==> src/rtl/nnba_pkg.sv <==
// ----------------------------------------------------------------------------
// nnba_pkg
// Types, field widths, register indexes and the division step shared by the
// nearest-neighbor blit addresser.
// ----------------------------------------------------------------------------
package nnba_pkg;

    localparam int POS_W    = 12;  // column/row within region
    localparam int ORG_W    = 13;  // origin on canvas
    localparam int SIZE_W   = 13;  // source/region dimensions
    localparam int CANW_W   = 14;  // canvas row length
    localparam int CH_W     = 3;   // channel counts
    localparam int NUM_W    = POS_W + SIZE_W;  // scaled position (dividend)
    localparam int SRCA_W   = 26;
    localparam int CANA_W   = 28;
    localparam int CIDX_W   = 2;
    localparam int CFG_IDX_W  = 3;
    localparam int CFG_DATA_W = 14;

    // Configuration register indexes
    localparam logic [CFG_IDX_W-1:0] REG_SRC_WIDTH       = 3'd0;
    localparam logic [CFG_IDX_W-1:0] REG_SRC_HEIGHT      = 3'd1;
    localparam logic [CFG_IDX_W-1:0] REG_SRC_CHANNELS    = 3'd2;
    localparam logic [CFG_IDX_W-1:0] REG_REGION_WIDTH    = 3'd3;
    localparam logic [CFG_IDX_W-1:0] REG_REGION_HEIGHT   = 3'd4;
    localparam logic [CFG_IDX_W-1:0] REG_CANVAS_WIDTH    = 3'd5;
    localparam logic [CFG_IDX_W-1:0] REG_CANVAS_CHANNELS = 3'd6;

    typedef struct packed {
        logic [POS_W-1:0] region_col;
        logic [POS_W-1:0] region_row;
        logic [ORG_W-1:0] origin_x;
        logic [ORG_W-1:0] origin_y;
    } t_in;

    typedef struct packed {
        logic [SRCA_W-1:0] source_address;
        logic [CANA_W-1:0] canvas_address;
        logic [CIDX_W-1:0] channel_index;
        logic              last;
    } t_out;

    typedef struct packed {
        logic [SIZE_W-1:0] src_width;
        logic [SIZE_W-1:0] src_height;
        logic [CH_W-1:0]   src_channels;
        logic [SIZE_W-1:0] region_width;
        logic [SIZE_W-1:0] region_height;
        logic [CANW_W-1:0] canvas_width;
        logic [CH_W-1:0]   canvas_channels;
    } t_cfg;

    // Canvas pixel coordinates carried alongside the divisions
    typedef struct packed {
        logic [CANW_W-1:0] cy;
        logic [CANW_W-1:0] cx;
    } t_div_side;

    // Per-pixel base addresses handed from front to back
    typedef struct packed {
        logic [SRCA_W-1:0] src_base;
        logic [CANA_W-1:0] can_base;
    } t_entry;

    // One restoring division step: returns {new remainder, quotient bit}
    function automatic logic [SIZE_W:0] div_step(
        input logic [SIZE_W-1:0] rem,
        input logic              in_bit,
        input logic [SIZE_W-1:0] den
    );
        logic [SIZE_W:0] trial;
        logic [SIZE_W:0] diff;
        trial = {rem, in_bit};
        diff  = trial - {1'b0, den};
        if (trial >= {1'b0, den}) begin
            div_step = {diff[SIZE_W-1:0], 1'b1};
        end else begin
            div_step = {trial[SIZE_W-1:0], 1'b0};
        end
    endfunction

endpackage

==> src/rtl/nnba_fifo.sv <==
// ----------------------------------------------------------------------------
// nnba_fifo
// Small show-ahead queue of per-pixel base addresses between front and back.
// ----------------------------------------------------------------------------
module nnba_fifo #(
    parameter int DEPTH = 4
) (
    input  logic               i_clk,
    input  logic               i_rst_n,
    input  logic               i_push,
    input  nnba_pkg::t_entry   i_data,
    output logic               o_full,
    input  logic               i_pop,
    output logic               o_empty,
    output nnba_pkg::t_entry   o_data
);

    localparam int PTR_W = (DEPTH > 1) ? $clog2(DEPTH) : 1;
    localparam int CNT_W = $clog2(DEPTH + 1);

    nnba_pkg::t_entry  r_mem [DEPTH];
    logic [PTR_W-1:0]  r_wp, r_rp;
    logic [CNT_W-1:0]  r_cnt;
    logic              do_push, do_pop;

    assign o_full  = (r_cnt == CNT_W'(DEPTH));
    assign o_empty = (r_cnt == '0);
    assign o_data  = r_mem[r_rp];
    assign do_push = i_push && !o_full;
    assign do_pop  = i_pop && !o_empty;

    // Store incoming entry
    always_ff @(posedge i_clk) begin
        if (do_push) begin
            r_mem[r_wp] <= i_data;
        end
    end

    // Advance pointers and occupancy
    always_ff @(posedge i_clk) begin
        if (!i_rst_n) begin
            r_wp  <= '0;
            r_rp  <= '0;
            r_cnt <= '0;
        end else begin
            if (do_push) begin
                r_wp <= (r_wp == PTR_W'(DEPTH - 1)) ? '0 : r_wp + PTR_W'(1);
            end
            if (do_pop) begin
                r_rp <= (r_rp == PTR_W'(DEPTH - 1)) ? '0 : r_rp + PTR_W'(1);
            end
            if (do_push && !do_pop) begin
                r_cnt <= r_cnt + CNT_W'(1);
            end else if (do_pop && !do_push) begin
                r_cnt <= r_cnt - CNT_W'(1);
            end
        end
    end

endmodule

==> config.mk <==
export PLATFORM = sky130hd
export DESIGN_NAME = nnba_fifo
export DESIGN_NICKNAME = d
export VERILOG_FILES = /design/src/rtl/nnba_pkg.sv /design/src/rtl/nnba_fifo.sv
export SDC_FILE = /design/constraint.sdc
export NUM_CORES = 1
export LEC_CHECK = 0
export BUFFER_PORTS_ARGS = -buffer_cell sky130_fd_sc_hd__buf_4
export CAP_MARGIN = 20
export CORE_MARGIN = 2
export CORE_UTILIZATION = 38
export CTS_BUF_LIST = sky130_fd_sc_hd__clkbuf_8
export CTS_CLUSTER_SIZE = 24
export DETAILED_ROUTE_END_ITERATION = 6
export PLACE_DENSITY = 0.67
export SYNTH_ARGS = -nofsm -noshare
export SYNTH_HDL_FRONTEND = slang
export SYNTH_SLANG_ARGS = --single-unit
==> constraint.sdc <==
create_clock -name i_clk -period 3.05 [get_ports i_clk]
set_input_delay 0.305 -clock i_clk [delete_from_list [all_inputs] [get_ports i_clk]]
set_output_delay 0.305 -clock i_clk [all_outputs]
set_load 0.02 [all_outputs]
# ---- Yosys cells after proc, flatten, opt, wreduce, memory -nomap -nowiden
# Memory sizes are Yosys's and may differ from the RTL's. A register that Yosys moved wholly into a read port is not among the register bits.
# Cells that the tools add are included.
dict set report op_classes {
  addsub 4
  multipliers 0
  div_mod_pow 0
  n_lt_le_gt_ge 0
  eq_ne 3
  shift 0
  muxes 8
  bitwise_logic 0
  n_reduce_logical 10
}
# cell count
set ops {}
lappend ops {{$mux 2} 4}
lappend ops {{$mux 3} 2}
lappend ops {{$add 2x1->2 const B} 2}
lappend ops {{$eq 2x2->1 const B} 2}
lappend ops {{$logic_and 1x1->1} 4}
lappend ops {{$logic_not 1->1} 4}
lappend ops {{$add 3x1->3 const B} 1}
lappend ops {{$eq 3x3->1 const B} 1}
lappend ops {{$logic_not 3->1} 1}
lappend ops {{$sub 3x1->3 const B} 1}
lappend ops {{$mux 1} 2}
lappend ops {{$reduce_bool 2->1} 1}
dict set report word_totals {
  regBits 7
  latchBits 0
  mem_bits_rw 216
  rom_bits 0
  inputBits 58
  output_inout_bits 56
  elab_cells 29
  n_memories 1
}
# name depth word_bits rd rd_ports_with_merged_regs write_ports line_no
set memory_table {}
lappend memory_table {r_mem 4 54 1 1 1 nnba_fifo.sv:21} ;# nnba_pkg::t_entry r_mem [DEPTH];

# ---- Longest topological paths before layout
dict set report depth {
  word_depth 7
  ltp_mapped 9
  ltp_nobuf 8
}

# ---- Worst setup path after synthesis
# Ideal clock, no wire load.
dict set report synth_path {
  path_kind {register to register}
  start {register r_cnt[0]}
  end {memory r_mem[0][0] (netlist bit), enable pin}
  setup_time_ns 0.417
  arrival_time_ns 2.117
  t_required_ns 2.633
  slack_ns 0.516
  stages_incl_launch_ff 5
  n_path_buf 1
  synth_period_minus_slack_ns 2.534
  path_cell_list {dfxtp_1 > nor3b_2 > nor2b_1 > buf_2 > and2_1}
}
dict set report synth_between {
  elab_chain_len 5
}
# element line_no
set synth_lines {}
lappend synth_lines {{from (decl)} nnba_fifo.sv:23} ;# logic [CNT_W-1:0] r_cnt;
lappend synth_lines {{from (signal assigned)} nnba_fifo.sv:53} ;# r_cnt <= r_cnt + CNT_W'(1);
lappend synth_lines {{from (signal assigned)} nnba_fifo.sv:55} ;# r_cnt <= r_cnt - CNT_W'(1);
lappend synth_lines {{$eq 3x3->1} nnba_fifo.sv:26} ;# assign o_full = (r_cnt == CNT_W'(DEPTH));
lappend synth_lines {{named net o_full} nnba_fifo.sv:12} ;# output logic o_full,
lappend synth_lines {{$logic_not 1->1} nnba_fifo.sv:29} ;# assign do_push = i_push && !o_full;
lappend synth_lines {{$logic_and 1x1->1} nnba_fifo.sv:29}
lappend synth_lines {{named net do_push} nnba_fifo.sv:24} ;# logic do_push, do_pop;
lappend synth_lines {{$mux 1} nnba_fifo.sv:34} ;# if (do_push) begin
lappend synth_lines {{$mux 1 (implied by the code)} nnba_fifo.sv:35} ;# r_mem[r_wp] <= i_data;
lappend synth_lines {{to (decl)} nnba_fifo.sv:21}
# The timed path passes the listed nets, and every way through them passes these cells.

# ---- Final worst setup path
dict set report layout_path {
  start {register r_cnt[1]}
  end {register r_cnt[2]}
}
dict set report layout_between {
  elab_chain_len 6
  elab_cells_between_ends 15
  cone_classes {add/sub: 2; eq/ne: 1; mux: 2; reduce/logical: 10}
}
# element
set layout_lines {}
lappend layout_lines {{parallel branches: the longest is 6 deep, another holds $sub 3x1->3}}
# Parallel ways; which one is timed is not known. The select of a mux whose other input is x is not followed.
# A chain may end at the register's enable or synchronous reset.

==> impl_metrics.json <==
{
  "required_ns": 3.48,
  "endpoint_kind": "flop",
  "synth-edff-count": 216,
  "slowest_stage": "nor2b_1",
  "via_per_inst": 4.83,
  "grt_pass1_wl_um": 24800,
  "postLayoutCoreUtil": 0.495,
  "timing.hold.ws_ns": 0.0361,
  "crit_buf_inv": 1,
  "cts_sinks": 225,
  "drtIter0Drc": 141,
  "cp-start-kind": "flop",
  "crit_arrival_ns": 2.98,
  "r2r_slack_ns": 0.50,
  "globalRouteOverflowTotal": 0,
  "grt_max_degree": 55,
  "layout-drive-gt1-share": 0.398,
  "numCtsBuffers": 39,
  "cp_cell_sequence": "nor3b_2, nor2b_1, ha_1, inv_1, fa_1, xor2_1, or3_1, a21boi_0",
  "slew_violations": 0,
  "synth_area_leaders": "edfxtp_1 78%, mux4_2 14%, dfxtp_1 2.2%",
  "yosysWarnings": 0,
  "core.rowCount": 54,
  "core_um2": 21700,
  "place_congestion": 0.668,
  "initial_core_util": 0.385,
  "ios": 114,
  "synth.yosys.seq_area_share": 0.799,
  "cpPeakStageDelay_ns": 0.48,
  "yosys-top-cells-count": "216 x edfxtp_1, 50 x mux4_2, 9 x dfxtp_1",
  "cts_tree": "done",
  "leakage_nw": 3.71,
  "ys_types": 26,
  "yosysMostFrequentCell": "edfxtp_1",
  "relSlewSlack": 0.433,
  "min_period_ns": 2.55,
  "worst_hold_path.endpoint": "r_mem[0][8]$_DFFE_PP_",
  "holdPathStages": 1,
  "power_density_nw_per_um2": 804,
  "path_delay_family": "simple AND/OR/NAND/NOR gates",
  "post-synth-top-area-fraction": 0.778,
  "antennaDiodeCount": 0,
  "finalCritPeriodShare": 0.837,
  "dieWidth_um": 152,
  "vias": 4030,
  "peakVddDrop_mv": 0.435,
  "remaining_drc_errors": 0,
  "htree_levels": 2,
  "rsz0062_at_grt": "no",
  "min_from": "i_data[8]",
  "clock_latency_ns": 0.51,
  "cts_resized": 0,
  "rr_worst_depth": 8,
  "wirelength_um": 15700,
  "critPathKind": "reg2reg",
  "die-area_um2": 23100,
  "power.total_mw": 8.62,
  "multi_input_area_um2": 1520,
  "hp-class": "in2reg",
  "cts_buffer_depth": 3,
  "synth_top_cell_by_area": "edfxtp_1",
  "fillers": 1774,
  "portBuffers": 113,
  "tightestPinTransition_ns": 0.850,
  "finalSetupTns_ns": 0,
  "root_buffer": "clkbuf_8",
  "reg2reg_from": "r_cnt[1]$_SDFFE_PN0P_",
  "clk_pin_slew_ns": 0.05,
  "finalHoldViolCount": 0,
  "synth_nets": 398,
  "area_growth_pct": 28.6,
  "syn_area_um2": 8340,
  "dr.pass1.iters": 4,
  "ys.flop_type": "edfxtp_1",
  "setup_ws_ns": 0.498,
  "fp.dieH_um": 152,
  "synth-seq-cells": 225,
  "status": "completed",
  "hpwl_um": 9030,
  "setup_violations": 0,
  "grt_pass1_vias": 4606,
  "antenna_found_initial": 0,
  "async_flop_share": 0,
  "skew_ns": 0.0170,
  "syn_area_per_cell_um2": 25.0,
  "max_freq_mhz": 392,
  "layout.nets": 598,
  "regArea_um2": 6670,
  "detail-route-antenna-nets": 0,
  "preCtsSetupSlack_ns": 0.543,
  "max-cap-violations": 0,
  "synthCells": 333,
  "grt_usage": 0.139,
  "crit_path_max_fanout": 7,
  "r2r_end": "r_cnt[2]$_SDFFE_PN0P_",
  "avgRoutedWirePerCell_um": 18.8
}
[worst max-delay path by stage]
| stage | startpoint | endpoint | slack, ns | depth (start not counted) |
|---|---|---|---|---|
| floorplan | r_cnt[0]$_SDFFE_PN0P_ | r_mem[0][0]$_DFFE_PP_ | 0.52 | 4 |
| detailed placement | r_cnt[0]$_SDFFE_PN0P_ | r_cnt[2]$_SDFFE_PN0P_ | 0.54 | 8 |
| CTS | flop | o_data[43] | 0.41 | 3 |
| global placement | r_cnt[0]$_SDFFE_PN0P_ | r_cnt[2]$_SDFFE_PN0P_ | 0.74 | 8 |
| finish | r_cnt[1]$_SDFFE_PN0P_ | r_cnt[2]$_SDFFE_PN0P_ | 0.50 | 8 |
| global route | r_cnt[1]$_SDFFE_PN0P_ | r_cnt[2]$_SDFFE_PN0P_ | 0.32 | 7 |
[kinds of logic (layout without fill, tap and decap cells)]
logic type	count (synthesis)	count (layout)	synth area share
muxes	57	57	0.151
and+or+nand+nor	20	20	0.0129
AOI/OAI and AO/OA	5	5	0.00360
xor gates and xnor gates	2	2	0.00210
adders and majority gates	7	7	0.0114
DFF	225	225	0.799
buffers and inverters	17	239	0.0194
[layer usage]
| metal | GRT usage | up-vias | part of all wire |
|---|---|---|---|
| met5 | 0 | - | 0 |
| met4 | 0.0494 | 0 | 0.021 |
| met3 | 0.0381 | 30 | 0.055 |
| met2 | 0.233 | 129 | 0.51 |
| met1 | 0.176 | 2059 | 0.42 |
| li1 | - | 1812 | - |
[timing repair]
action                                 CTS  global route
hold buffers                            53             0
endpoints found under the hold margin  212             0
setup buffers                            0             0
[stage by stage]
step / std cells / cell area [µm²]
finish: 835 / 10700
floorplan: 333 / 8340
detailed placement: 719 / 9520
global placement: 719 / 9520
CTS: 835 / 10700
global route: 835 / 10700
[flip-flops by register name (all words and copies together), names as in the netlist, named ones only]
register and flops:
r_cnt 3, r_mem 216, r_rp 2, r_wp 2
[layout by cell type (no fill, tap or decap)]
cell type      netlist  routed
a21boi_0             1       1
and2_1               5       1
and2_4               0       4
buf_12               5       5
buf_4                0     115
bufinv_16            0       1
clkbuf_8             0      41
clkinv_1             0       7
clkinv_2             0       2
dfxtp_1              9       7
dfxtp_4              0       2
dlygate4sd3_1        0      53
edfxtp_1           216     216
fa_1                 1       1
ha_1                 6       6
inv_1                3      15
mux2i_1              3       3
mux4_1               4       4
mux4_2              50      50
nand2_1              6       6
nand3_1              2       2
nor2_1               2       2
nor2b_1              2       2
nor3_1               1       1
nor3b_2              1       1
o21ai_0              3       3
o31ai_1              1       1
or3_1                1       1
xnor2_1              1       1
xor2_1               1       1
[power by group]
part           switching [mW]  leakage [nW]  internal [mW]  total (mW)
Clock                    1.09         0.392           1.31        2.40
Combinational            1.11          1.26           1.13        2.23
Sequential              0.221          2.06           3.77        3.99
Total                    2.42          3.71           6.20        8.62
[layout make-up]
type,count,share of cell area
Inverter,3,0.00105
Clock inverter,22,0.0104
Sequential cell,225,0.622
Timing Repair Buffer,173,0.139
Clock buffer,41,0.0526
Multi-Input combinational cell,91,0.142
Tap cell,280,0.0327
Note: power is estimated with default switching activity, not from simulation.
