===== config.mk =====
export PLATFORM = sky130hd
export DESIGN_NAME = nnba_back
export DESIGN_NICKNAME = d
export VERILOG_FILES = /design/src/rtl/nnba_pkg.sv /design/src/rtl/nnba_back.sv
export SDC_FILE = /design/constraint.sdc
export NUM_CORES = 1
export LEC_CHECK = 0
export BUFFER_PORTS_ARGS = -buffer_cell sky130_fd_sc_hd__buf_2
export CELL_PAD_IN_SITES_DETAIL_PLACEMENT = 1
export CELL_PAD_IN_SITES_GLOBAL_PLACEMENT = 1
export CORE_UTILIZATION = 34
export DETAILED_ROUTE_END_ITERATION = 12
export PLACE_DENSITY = 0.95
export SLEW_MARGIN = 20
export SYNTH_ARGS = -nofsm -noshare
export SYNTH_HDL_FRONTEND = slang
export SYNTH_SLANG_ARGS = --single-unit
export TNS_END_PERCENT = 5

===== constraint.sdc =====
create_clock -name i_clk -period 8.2 [get_ports i_clk]
set_input_delay 1.64 -clock i_clk [delete_from_list [all_inputs] [get_ports i_clk]]
set_output_delay 1.64 -clock i_clk [all_outputs]
set_load 0.01 [all_outputs]

===== src/rtl/nnba_pkg.sv =====
// ----------------------------------------------------------------------------
// nnba_pkg
// Types, field widths, register indexes and the division step shared by the
// nearest-neighbor blit addresser.
// ----------------------------------------------------------------------------
package nnba_pkg;

    localparam int POS_W    = 12;  // column/row within region
    localparam int ORG_W    = 13;  // origin on canvas
    localparam int SIZE_W   = 13;  // source/region dimensions
    localparam int CANW_W   = 14;  // canvas row length
    localparam int CH_W     = 3;   // channel counts
    localparam int NUM_W    = POS_W + SIZE_W;  // scaled position (dividend)
    localparam int SRCA_W   = 26;
    localparam int CANA_W   = 28;
    localparam int CIDX_W   = 2;
    localparam int CFG_IDX_W  = 3;
    localparam int CFG_DATA_W = 14;

    // Configuration register indexes
    localparam logic [CFG_IDX_W-1:0] REG_SRC_WIDTH       = 3'd0;
    localparam logic [CFG_IDX_W-1:0] REG_SRC_HEIGHT      = 3'd1;
    localparam logic [CFG_IDX_W-1:0] REG_SRC_CHANNELS    = 3'd2;
    localparam logic [CFG_IDX_W-1:0] REG_REGION_WIDTH    = 3'd3;
    localparam logic [CFG_IDX_W-1:0] REG_REGION_HEIGHT   = 3'd4;
    localparam logic [CFG_IDX_W-1:0] REG_CANVAS_WIDTH    = 3'd5;
    localparam logic [CFG_IDX_W-1:0] REG_CANVAS_CHANNELS = 3'd6;

    typedef struct packed {
        logic [POS_W-1:0] region_col;
        logic [POS_W-1:0] region_row;
        logic [ORG_W-1:0] origin_x;
        logic [ORG_W-1:0] origin_y;
    } t_in;

    typedef struct packed {
        logic [SRCA_W-1:0] source_address;
        logic [CANA_W-1:0] canvas_address;
        logic [CIDX_W-1:0] channel_index;
        logic              last;
    } t_out;

    typedef struct packed {
        logic [SIZE_W-1:0] src_width;
        logic [SIZE_W-1:0] src_height;
        logic [CH_W-1:0]   src_channels;
        logic [SIZE_W-1:0] region_width;
        logic [SIZE_W-1:0] region_height;
        logic [CANW_W-1:0] canvas_width;
        logic [CH_W-1:0]   canvas_channels;
    } t_cfg;

    // Canvas pixel coordinates carried alongside the divisions
    typedef struct packed {
        logic [CANW_W-1:0] cy;
        logic [CANW_W-1:0] cx;
    } t_div_side;

    // Per-pixel base addresses handed from front to back
    typedef struct packed {
        logic [SRCA_W-1:0] src_base;
        logic [CANA_W-1:0] can_base;
    } t_entry;

    // One restoring division step: returns {new remainder, quotient bit}
    function automatic logic [SIZE_W:0] div_step(
        input logic [SIZE_W-1:0] rem,
        input logic              in_bit,
        input logic [SIZE_W-1:0] den
    );
        logic [SIZE_W:0] trial;
        logic [SIZE_W:0] diff;
        trial = {rem, in_bit};
        diff  = trial - {1'b0, den};
        if (trial >= {1'b0, den}) begin
            div_step = {diff[SIZE_W-1:0], 1'b1};
        end else begin
            div_step = {trial[SIZE_W-1:0], 1'b0};
        end
    endfunction

endpackage


===== src/rtl/nnba_back.sv =====
// ----------------------------------------------------------------------------
// nnba_back
// Expands each queued pixel into one address pair per canvas channel (at most
// MAX_CHANNELS) and holds the oldest result in an output register.
// ----------------------------------------------------------------------------
module nnba_back #(
    parameter int MAX_CHANNELS = 4
) (
    input  logic               i_clk,
    input  logic               i_rst_n,
    input  nnba_pkg::t_cfg     i_cfg,
    input  logic               i_q_empty,
    input  nnba_pkg::t_entry   i_head,
    output logic               o_q_pop,
    input  logic               i_pop,
    output logic               o_empty,
    output nnba_pkg::t_out     o_item
);

    localparam int CHW = nnba_pkg::CH_W;
    localparam int CIW = nnba_pkg::CIDX_W;

    logic [CIW-1:0]   r_ch;
    logic             r_ov;
    nnba_pkg::t_out   r_out;
    nnba_pkg::t_out   n_out;

    logic             load;
    logic             issue;
    logic             is_last;
    logic [CHW-1:0]   lim;
    logic [CHW-1:0]   last_ch;
    logic [CHW-1:0]   sc_m1;
    logic [CHW-1:0]   src_ch;

    // Output register frees when empty or when its result is taken
    assign load    = !r_ov || i_pop;
    assign issue   = load && !i_q_empty;

    assign lim     = (i_cfg.canvas_channels > CHW'(MAX_CHANNELS)) ?
                     CHW'(MAX_CHANNELS) : i_cfg.canvas_channels;
    assign last_ch = lim - CHW'(1);
    assign is_last = ({1'b0, r_ch} == last_ch);
    assign o_q_pop = issue && is_last;

    // Source channel saturates at the last source channel
    assign sc_m1   = i_cfg.src_channels - CHW'(1);
    assign src_ch  = ({1'b0, r_ch} < sc_m1) ? {1'b0, r_ch} : sc_m1;

    always_comb begin
        n_out.source_address = i_head.src_base + nnba_pkg::SRCA_W'(src_ch);
        n_out.canvas_address = i_head.can_base + nnba_pkg::CANA_W'(r_ch);
        n_out.channel_index  = r_ch;
        n_out.last           = is_last;
    end

    // Step through channels and load the output register
    always_ff @(posedge i_clk) begin
        if (!i_rst_n) begin
            r_ov <= 1'b0;
            r_ch <= '0;
        end else begin
            if (load) begin
                r_ov <= issue;
            end
            if (issue) begin
                r_ch <= is_last ? '0 : r_ch + CIW'(1);
            end
        end
    end

    always_ff @(posedge i_clk) begin
        if (issue) begin
            r_out <= n_out;
        end
    end

    assign o_empty = !r_ov;
    assign o_item  = r_out;

endmodule


# Word level (Yosys, flattened, before mapping)
# Index checks and enable logic that the tools add are counted.
# W data, S select, Z words.
[totals] latch_bits=0 romBits=0 output_inout_bits=59 reg_bits=60 word_cells=22 memories=0 ramBits=0
[classes] addsub=5 n_eq_ne=1 n_div=0 reduce_logical=5 n_mul=0 shift=0 bitwise_logic=0 order_cmp=2 muxes=3
[op_table] cell="$add A28 B2 Y28" n=1
[op_table] cell="$add A26 B3 Y26" n=1
[op_table] cell="$mux W3" n=2
[op_table] cell="$sub A3 B1 Y3 const B" n=2
[op_table] cell="$eq A2 B3 Y1" n=1
[op_table] cell="$gt A3 B3 Y1 const B" n=1
[op_table] cell="$lt A2 B3 Y1" n=1
[op_table] cell="$add A2 B1 Y2 const B" n=1
[op_table] cell="$logic_and A1 B1 Y1" n=2
[op_table] cell="$logic_not A1 Y1" n=2
[op_table] cell="$mux W2" n=1
[op_table] cell="$logic_or A1 B1 Y1" n=1

# Logic depth before layout (Yosys ltp)
# Gate-level depths: netlist of the first run.
[depth] depth_word=5 ltp_mapped=13 mapped_depth_nobuf=13

# Worst setup path before layout of the first run
# Ideal clock, no wire load.
[synth_timing] path_type="input-to-output" start="input i_pop" end="output o_q_pop" arrival_time_ns=3.362 path_buffers=0 path_stages=4 required_time_ns=6.560 slack_ns=3.198 path_cell_list="nand2b_1 > nand2b_1 > inv_1 > and3_1"
[synth_between] elab_chain_len=3
[synth_rtl] item="start, declared" line="nnba_back.sv:15" source="input logic i_pop,"
[synth_rtl] item="$logic_or A1 B1 Y1" line="nnba_back.sv:37" source="assign load = !r_ov || i_pop;"
[synth_rtl] item="$logic_and A1 B1 Y1" line="nnba_back.sv:38" source="assign issue = load && !i_q_empty;"
[synth_rtl] item="via issue" line="nnba_back.sv:29" source="logic issue;"
[synth_rtl] item="$logic_and A1 B1 Y1" line="nnba_back.sv:44" source="assign o_q_pop = issue && is_last;"
[synth_rtl] item="end, declared" line="nnba_back.sv:14" source="output logic o_q_pop,"
# The timed path passes the listed nets, and every way through them passes these cells.

# Worst setup path after layout of the first run
[layout_timing] start="input i_cfg[2] (netlist bit)" end="output o_q_pop"
[layout_between] elab_chain_len=5
[layout_rtl] item="start, declared" line="nnba_back.sv:11" source="input nnba_pkg::t_cfg i_cfg,"
[layout_rtl] item="$gt A3 B3 Y1" line="nnba_back.sv:40" source="assign lim = (i_cfg.canvas_channels > CHW'(MAX_CHANNELS)) ?"
[layout_rtl] item="$mux W3 *" line="nnba_back.sv:40"
[layout_rtl] item="$sub A3 B1 Y3 *" line="nnba_back.sv:42" source="assign last_ch = lim - CHW'(1);"
[layout_rtl] item="$eq A2 B3 Y1 *" line="nnba_back.sv:43" source="assign is_last = ({1'b0, r_ch} == last_ch);"
[layout_rtl] item="$logic_and A1 B1 Y1 *" line="nnba_back.sv:44"
# Mark *: on every way between the ends. The rest lies on a longest branch, timed or not.

==> run_results.csv, run 1 <==
group,metric,value,unit
run_status,status,"finished clean",
clock_tree,cts.repair.resized,0,
place,port_buffers,122,
synth,synth_xor_area_share,15.1,%
route,avgViaCountPerCell,4.90,
sta,layout_min_cycle_time,4570,ps
synth,syn_area,3070,sq um
synth,synth_top_family_by_area,"simple AND/OR/NAND/NOR gates",
floorplanning,fp.dieH,97.1,um
global_route,track_usage,16.7,%
layout,final_cell_mix,"buf_2 (122), edfxtp_1 (57), xnor2_1 (41)",
global_route,grt_max_degree,59,
sta,worst_slack,3630,ps
hold_path,hp-class,"reg2reg",
clock_tree,clock_latency,330,ps
global_route,antenna_found_initial,0,
place,place_congestion,0.813,
clock_tree,clk_path_buf_depth,2,
sta,finalCritPeriodShare,55.8,%
floorplanning,ioPinCount,189,
sta,max_slew_margin,48.0,%
synth,yosysUniqueCellTypes,38,
route,wl_per_cell,15.7,um
worst_setup_path,path_buf_inv,2,
route,antenna_left,0,
worst_setup_path,crit_slowest_cell,"o31ai_1",
sta,final-setup-viol-count,0,
worst_setup_path,cp_slowest_stage_delay,440,ps
worst_setup_path,critPathLaunchType,"input port",
place,dp_slack,3520,ps
worst_setup_path,cp-end-kind,"output port",
synth,ys_ff_latch,60,
worst_setup_path,critPathArrivalTime,2930,ps
synth,ys_seq_area_share,57.6,%
synth,yosys.area_share.simple,17.9,%
route,firstDrtPassIters,6,
route,num_vias,2397,
worst_setup_path,r2r_end,"o_item[53]$_DFFE_PP_",
sta,report.final.hold_viol_count,0,
worst_setup_path,crit_top_cell,"buf_2",
layout,drive_above_1_share,38.3,%
worst_setup_path,critPathLaunch,"i_cfg[2]",
floorplanning,start_util,35.3,%
power,p_leak,0.00164,uW
synth,synth_edf_count,57,
sta,maxSlewViolCount,0,
layout,nFillCells,985,
route,drc_errors,0,
worst_setup_path,r2r_slack,5180,ps
hold_path,hold_depth,2,
place,placed_cells,473,
worst_setup_path,cp_data_required_time,6560,ps
sta,fin_skew,9.37,ps
global_route,grt_overflow_total,0,
worst_setup_path,worstSetupPathType,"in2out",
floorplanning,core,8720,sq um
clock_tree,cts_buffers,9,
power,p_per_area,183,nW/um^2
global_route,grt_pass1_vias,2575,
worst_setup_path,cp_max_fo,4,
worst_setup_path,r2r_cells,11,
floorplanning,num_rows,34,
worst_setup_path,timing.rr.start,"r_ch[1]$_SDFFE_PN0P_",
layout,syn_to_final_growth,30.5,%
worst_setup_path,cp_cell_sequence,"buf_2 -> nand2b_1 -> ha_1 -> o31ai_1 -> and3_1 -> buf_2",
sta,worst_pin_slew,780,ps
hold_path,hp-start,"r_ov$_SDFFE_PN0N_",
synth,syn_inst,244,
synth,synth_adder_area_share,4.56,%
synth,synth-async-reset-ratio,0,%
clock_tree,post_cts_buffers,0,
clock_tree,cts_tree,"done",
place,post-dp-hpwl,5940,um
clock_tree,h-tree-depth,3,
synth,syn_nets,384,
clock_tree,clkSinkCount,60,
job,cap_violations,0,
clock_tree,cts-root-buf,"clkbuf_8",
sta,rsz0062_at_grt,"no",
layout,final_common_cell,"buf_2",
clock_tree,clk_pin_slew_worst_paths,70,ps
synth,yosys_warnings,0,
synth,syn_area_per_cell,12.6,sq um
worst_setup_path,crit_family,"compound AO/OA/AOI/OAI gates",
synth,synth_compound_area_share,3.13,%
layout,nets,516,
synth,ys.flop_type,"edfxtp_1",
synth,muxShareOfSynthArea,0,%
power,ir_drop,67.1,uV
route,wirelength,7660,um
global_route,grt_pass1_wl,12400,um
layout,diodes,0,
route,first_iter_violations,49,
floorplanning,die_w,97.1,um
sta,setup-tns-final,0,ps
hold_path,hold_end,"r_ov$_SDFFE_PN0N_",
layout,stdcell_count,489,
sta,max_freq,0.219,GHz
floorplanning,dieArea,9430,sq um
clock_tree,ctsHoldBuffers,0,
-- metrics by stage --
| step | instance area [sq um] | total power, uW | hold slack [ps] | util, % |
|---|---|---|---|---|
| 3_3_place_gp | 3820 | 475 | 497 | 43.8 |
| 4_1_cts | 4010 | 746 | 521 | 46.0 |
| 2_1_floorplan | 3070 | 427 | 429 | - |
| 6_report | 4010 | 734 | 517 | 46.0 |
| 5_1_grt | 4010 | 768 | 577 | 46.0 |
| 3_5_place_dp | 3820 | 483 | 513 | 43.8 |
-- registers in the layout (all words and copies together) (netlist names) --
register  flops
r_ov          1
r_ch          2
o_item       57
-- cells in the mapped netlist, types with 3 or more instances --
cell type	number	area [sq um]
edfxtp_1	57	1710
xor2_1	12	105
nor2_1	8	30.0
nand3_1	10	50.1
nand2_1	21	78.8
o21ai_0	3	15.0
dfxtp_1	3	60.1
inv_1	9	33.8
and2_1	3	18.8
and3_1	11	68.8
xnor2_1	41	359
nand2b_1	5	31.3
ha_1	8	100
nand4_1	21	131
and4_1	3	26.3
a21oi_1	3	15.0
-- worst min-delay path, cell delays in order (launching register included) --
cell	delay, ps
dfxtp_1	320
nand2b_1	80
a21boi_0	80
-- final cells by class --
type / instances / area [sq um] / share of cell area, %
well taps: 108 / 135 / 3.37
clock buffers: 9 / 124 / 3.09
multi-input cells: 172 / 1250 / 31.3
inverters: 9 / 33.8 / 0.842
clock inverters: 7 / 67.6 / 1.68
repair buffers: 124 / 626 / 15.6
flip-flops and latches: 60 / 1770 / 44.2
-- routing by layer --
metal	vias up	wire length, um	GRT usage [%]	part of all wire (%)
li1	1156	-	-	-
met1	1142	3110	19.3	41
met2	87	3960	29.8	52
met3	12	435	3.67	5.7
met4	0	154	7.00	2.0
met5	-	0	0	0
-- power by group --
group / switching [uW] / internal (uW) / leakage [uW] / total [uW]
logic: 62.0 / 45.1 / 0.000966 / 107
clock network: 120 / 139 / 0.0000926 / 259
registers: 6.78 / 361 / 0.000577 / 368
total: 189 / 545 / 0.00164 / 734
-- kinds of logic after synthesis --
logic type                 after synthesis
AOI/OAI and AO/OA                       14
xor gates and xnor gates                53
adders and majority gates               10
buffers and inverters                   12
DFF                                     60
other                                    1
and+or+nand+nor                         94
-- worst max path at each step --
stage / end / cells past startpoint
finish: o_q_pop / 6
floorplan: o_q_pop / 4
global route: o_q_pop / 6
detailed placement: o_item[53]$_DFFE_PP_ / 14
CTS: o_q_pop / 6
global placement: o_q_pop / 6
Note: power is estimated with default switching activity, not from simulation.
==> run 2: changes to the inputs <==
--- a/config.mk
+++ b/config.mk
@@ -8,9 +8,9 @@
 export BUFFER_PORTS_ARGS = -buffer_cell sky130_fd_sc_hd__buf_2
 export CELL_PAD_IN_SITES_DETAIL_PLACEMENT = 1
 export CELL_PAD_IN_SITES_GLOBAL_PLACEMENT = 1
-export CORE_UTILIZATION = 34
+export CORE_UTILIZATION = 29
 export DETAILED_ROUTE_END_ITERATION = 12
-export PLACE_DENSITY = 0.95
+export PLACE_DENSITY = 0.87
 export SLEW_MARGIN = 20
 export SYNTH_ARGS = -nofsm -noshare
 export SYNTH_HDL_FRONTEND = slang
==> constraint.sdc (replaced) <==
create_clock -name i_clk -period 3.9 [get_ports i_clk]
set_input_delay 0.78 -clock i_clk [delete_from_list [all_inputs] [get_ports i_clk]]
set_output_delay 0.78 -clock i_clk [all_outputs]
set_load 0.01 [all_outputs]
==> run 2 against run 1 <==
Non-clock buffer count is 2 higher. Final area is 1.0% higher. Core utilization shrank 6.7 points. Final cell count grew 6.1%. Register-to-register slack got worse by 4300 ps. Critical path depth rose by 8. First-iteration DRC count is 96% higher. Die area increased by 17%.
==> run_results.csv, run 2 (synthesis gave the netlist of run 1 again) <==
group,metric,value,unit
worst_setup_path,critPathArrivalTime,3470,ps
route,firstDrtPassIters,4,
power,ir_drop,138,uV
clock_tree,cts_tree,"done",
layout,syn_to_final_growth,31.9,%
worst_setup_path,r2r_end,"o_item[47]$_DFFE_PP_",
floorplanning,start_util,29.8,%
sta,whs,528,ps
sta,max_freq,0.294,GHz
place,place_congestion,0.784,
sta,fin_skew,9.02,ps
layout,diodes,0,
place,port_buffers,122,
layout,largest_reg_flops,57,
worst_setup_path,critPathLaunchType,"input port",
global_route,grt_pass1_vias,2582,
layout,drive_above_1_share,38.1,%
sta,layout_min_cycle_time,3400,ps
layout,final_cell_mix,"buf_2 (122), edfxtp_1 (57), xnor2_1 (41)",
route,drc_errors,0,
worst_setup_path,cp_data_required_time,3970,ps
clock_tree,clk_path_buf_depth,2,
sta,setup-tns-final,0,ps
hold_path,hold_end,"r_ov$_SDFFE_PN0N_",
sta,worst_pin_slew,750,ps
hold_path,hp-start,"r_ov$_SDFFE_PN0N_",
layout,nFillCells,1189,
route,wirelength,7640,um
worst_setup_path,crit_top_cell,"ha_1",
layout,final_common_cell,"buf_2",
clock_tree,cts_buffers,9,
floorplanning,core,10300,sq um
worst_setup_path,cp_slowest_stage_delay,420,ps
clock_tree,clock_latency,330,ps
worst_setup_path,cp_cell_sequence,"buf_2 -> inv_1 -> ha_1 -> ha_1 -> o21a_1 -> o21ai_0 -> o21ai_0 -> ha_1 -> fa_1 -> a21oi_1 -> nor3_2 -> buf_4 -> nand4_1 -> xnor2_1",
power,finalPower,1530,uW
clock_tree,clkSinkCount,60,
floorplanning,num_rows,37,
worst_setup_path,timing.rr.start,"r_ch[1]$_SDFFE_PN0P_",
sta,max_slew_margin,50.0,%
job,cap_violations,0,
clock_tree,clk_pin_slew_worst_paths,60,ps
worst_setup_path,r2r_cells,11,
floorplanning,die_w,105,um
worst_setup_path,cp_max_fo,7,
floorplanning,ioPinCount,189,
layout,nets,518,
floorplanning,dieArea,11000,sq um
global_route,grt_pass1_wl,12300,um
sta,maxSlewViolCount,0,
hold_path,hp-class,"reg2reg",
route,antenna_left,0,
global_route,antenna_found_initial,0,
place,dp_slack,144,ps
place,post-dp-hpwl,6040,um
global_route,track_usage,14.5,%
layout,multi_input_area,1250,sq um
route,avgViaCountPerCell,4.66,
worst_setup_path,crit_slowest_cell,"fa_1",
sta,report.final.hold_viol_count,0,
sta,rsz0062_at_grt,"no",
global_route,grt_max_degree,59,
route,first_iter_violations,96,
clock_tree,ctsHoldBuffers,0,
clock_tree,post_cts_buffers,0,
route,wl_per_cell,14.7,um
worst_setup_path,worstSetupPathType,"in2reg",
worst_setup_path,cp-end-kind,"flip-flop",
power,p_leak,0.00164,uW
layout,stdcell_area,4050,sq um
clock_tree,cts.repair.resized,0,
floorplanning,fp.dieH,105,um
route,num_vias,2419,
sta,finalCritPeriodShare,87.1,%
worst_setup_path,r2r_slack,900,ps
clock_tree,h-tree-depth,3,
clock_tree,cts-root-buf,"clkbuf_8",
sta,worst_slack,504,ps
sta,final-setup-viol-count,0,
global_route,grt_overflow_total,0,
place,place_area,3870,sq um
hold_path,hold_depth,2,
run_status,status,"finished clean",
power,p_per_area,377,nW/um^2
layout,regArea,1770,sq um
run 2: worst max-delay path: cells and delay by family:
kind	cells	cell delay (ps)
adders and majority gates	4	1240
buffers and inverters	3	300
and+or+nand+nor	2	180
xor gates and xnor gates	1	80
AOI/OAI and AO/OA	4	890
run 2: layout make-up:
| class | instances | share of cell area, % |
|---|---|---|
| clock inverter | 6 | 1.36 |
| multi-input combinational | 172 | 31.0 |
| sequential | 60 | 43.7 |
| inverter | 9 | 0.833 |
| tap | 136 | 4.20 |
| clock buffer | 10 | 3.15 |
| timing repair buffer | 126 | 15.8 |
run 2: metrics by stage:
step,util (%),instances
6_report,39.3,519
4_1_cts,39.3,519
3_3_place_gp,37.5,503
3_5_place_dp,37.5,503
5_1_grt,39.3,519
2_1_floorplan,-,244
run 2: power breakdown:
group | total [uW] | leakage, uW | internal, uW | switching (uW)
Sequential | 774 | 0.000577 | 760 | 14.1
Combinational | 225 | 0.000976 | 95.7 | 129
Clock | 530 | 0.0000911 | 289 | 242
run 2: how the worst max path moves through the flow:
| stage | to | cells after the start | slack (ps) | start |
|---|---|---|---|---|
| 2_1_floorplan | o_q_pop | 4 | 620 | i_pop |
| 3_3_place_gp | o_item[41]$_DFFE_PP_ | 13 | 310 | i_cfg[43] |
| 3_5_place_dp | o_item[39]$_DFFE_PP_ | 14 | 140 | i_cfg[43] |
| 4_1_cts | o_item[47]$_DFFE_PP_ | 14 | 500 | i_cfg[43] |
| 5_1_grt | o_item[47]$_DFFE_PP_ | 14 | 300 | i_cfg[43] |
| 6_report | o_item[47]$_DFFE_PP_ | 14 | 500 | i_cfg[43] |
run 2: routing by layer:
layer / track usage (%) / vias to the layer above / wire, um
li1: - / 1160 / -
met1: 15.4 / 1166 / 2990
met2: 27.2 / 82 / 4140
met3: 2.99 / 11 / 392
met4: 6.74 / 0 / 116
met5: 0 / - / 0
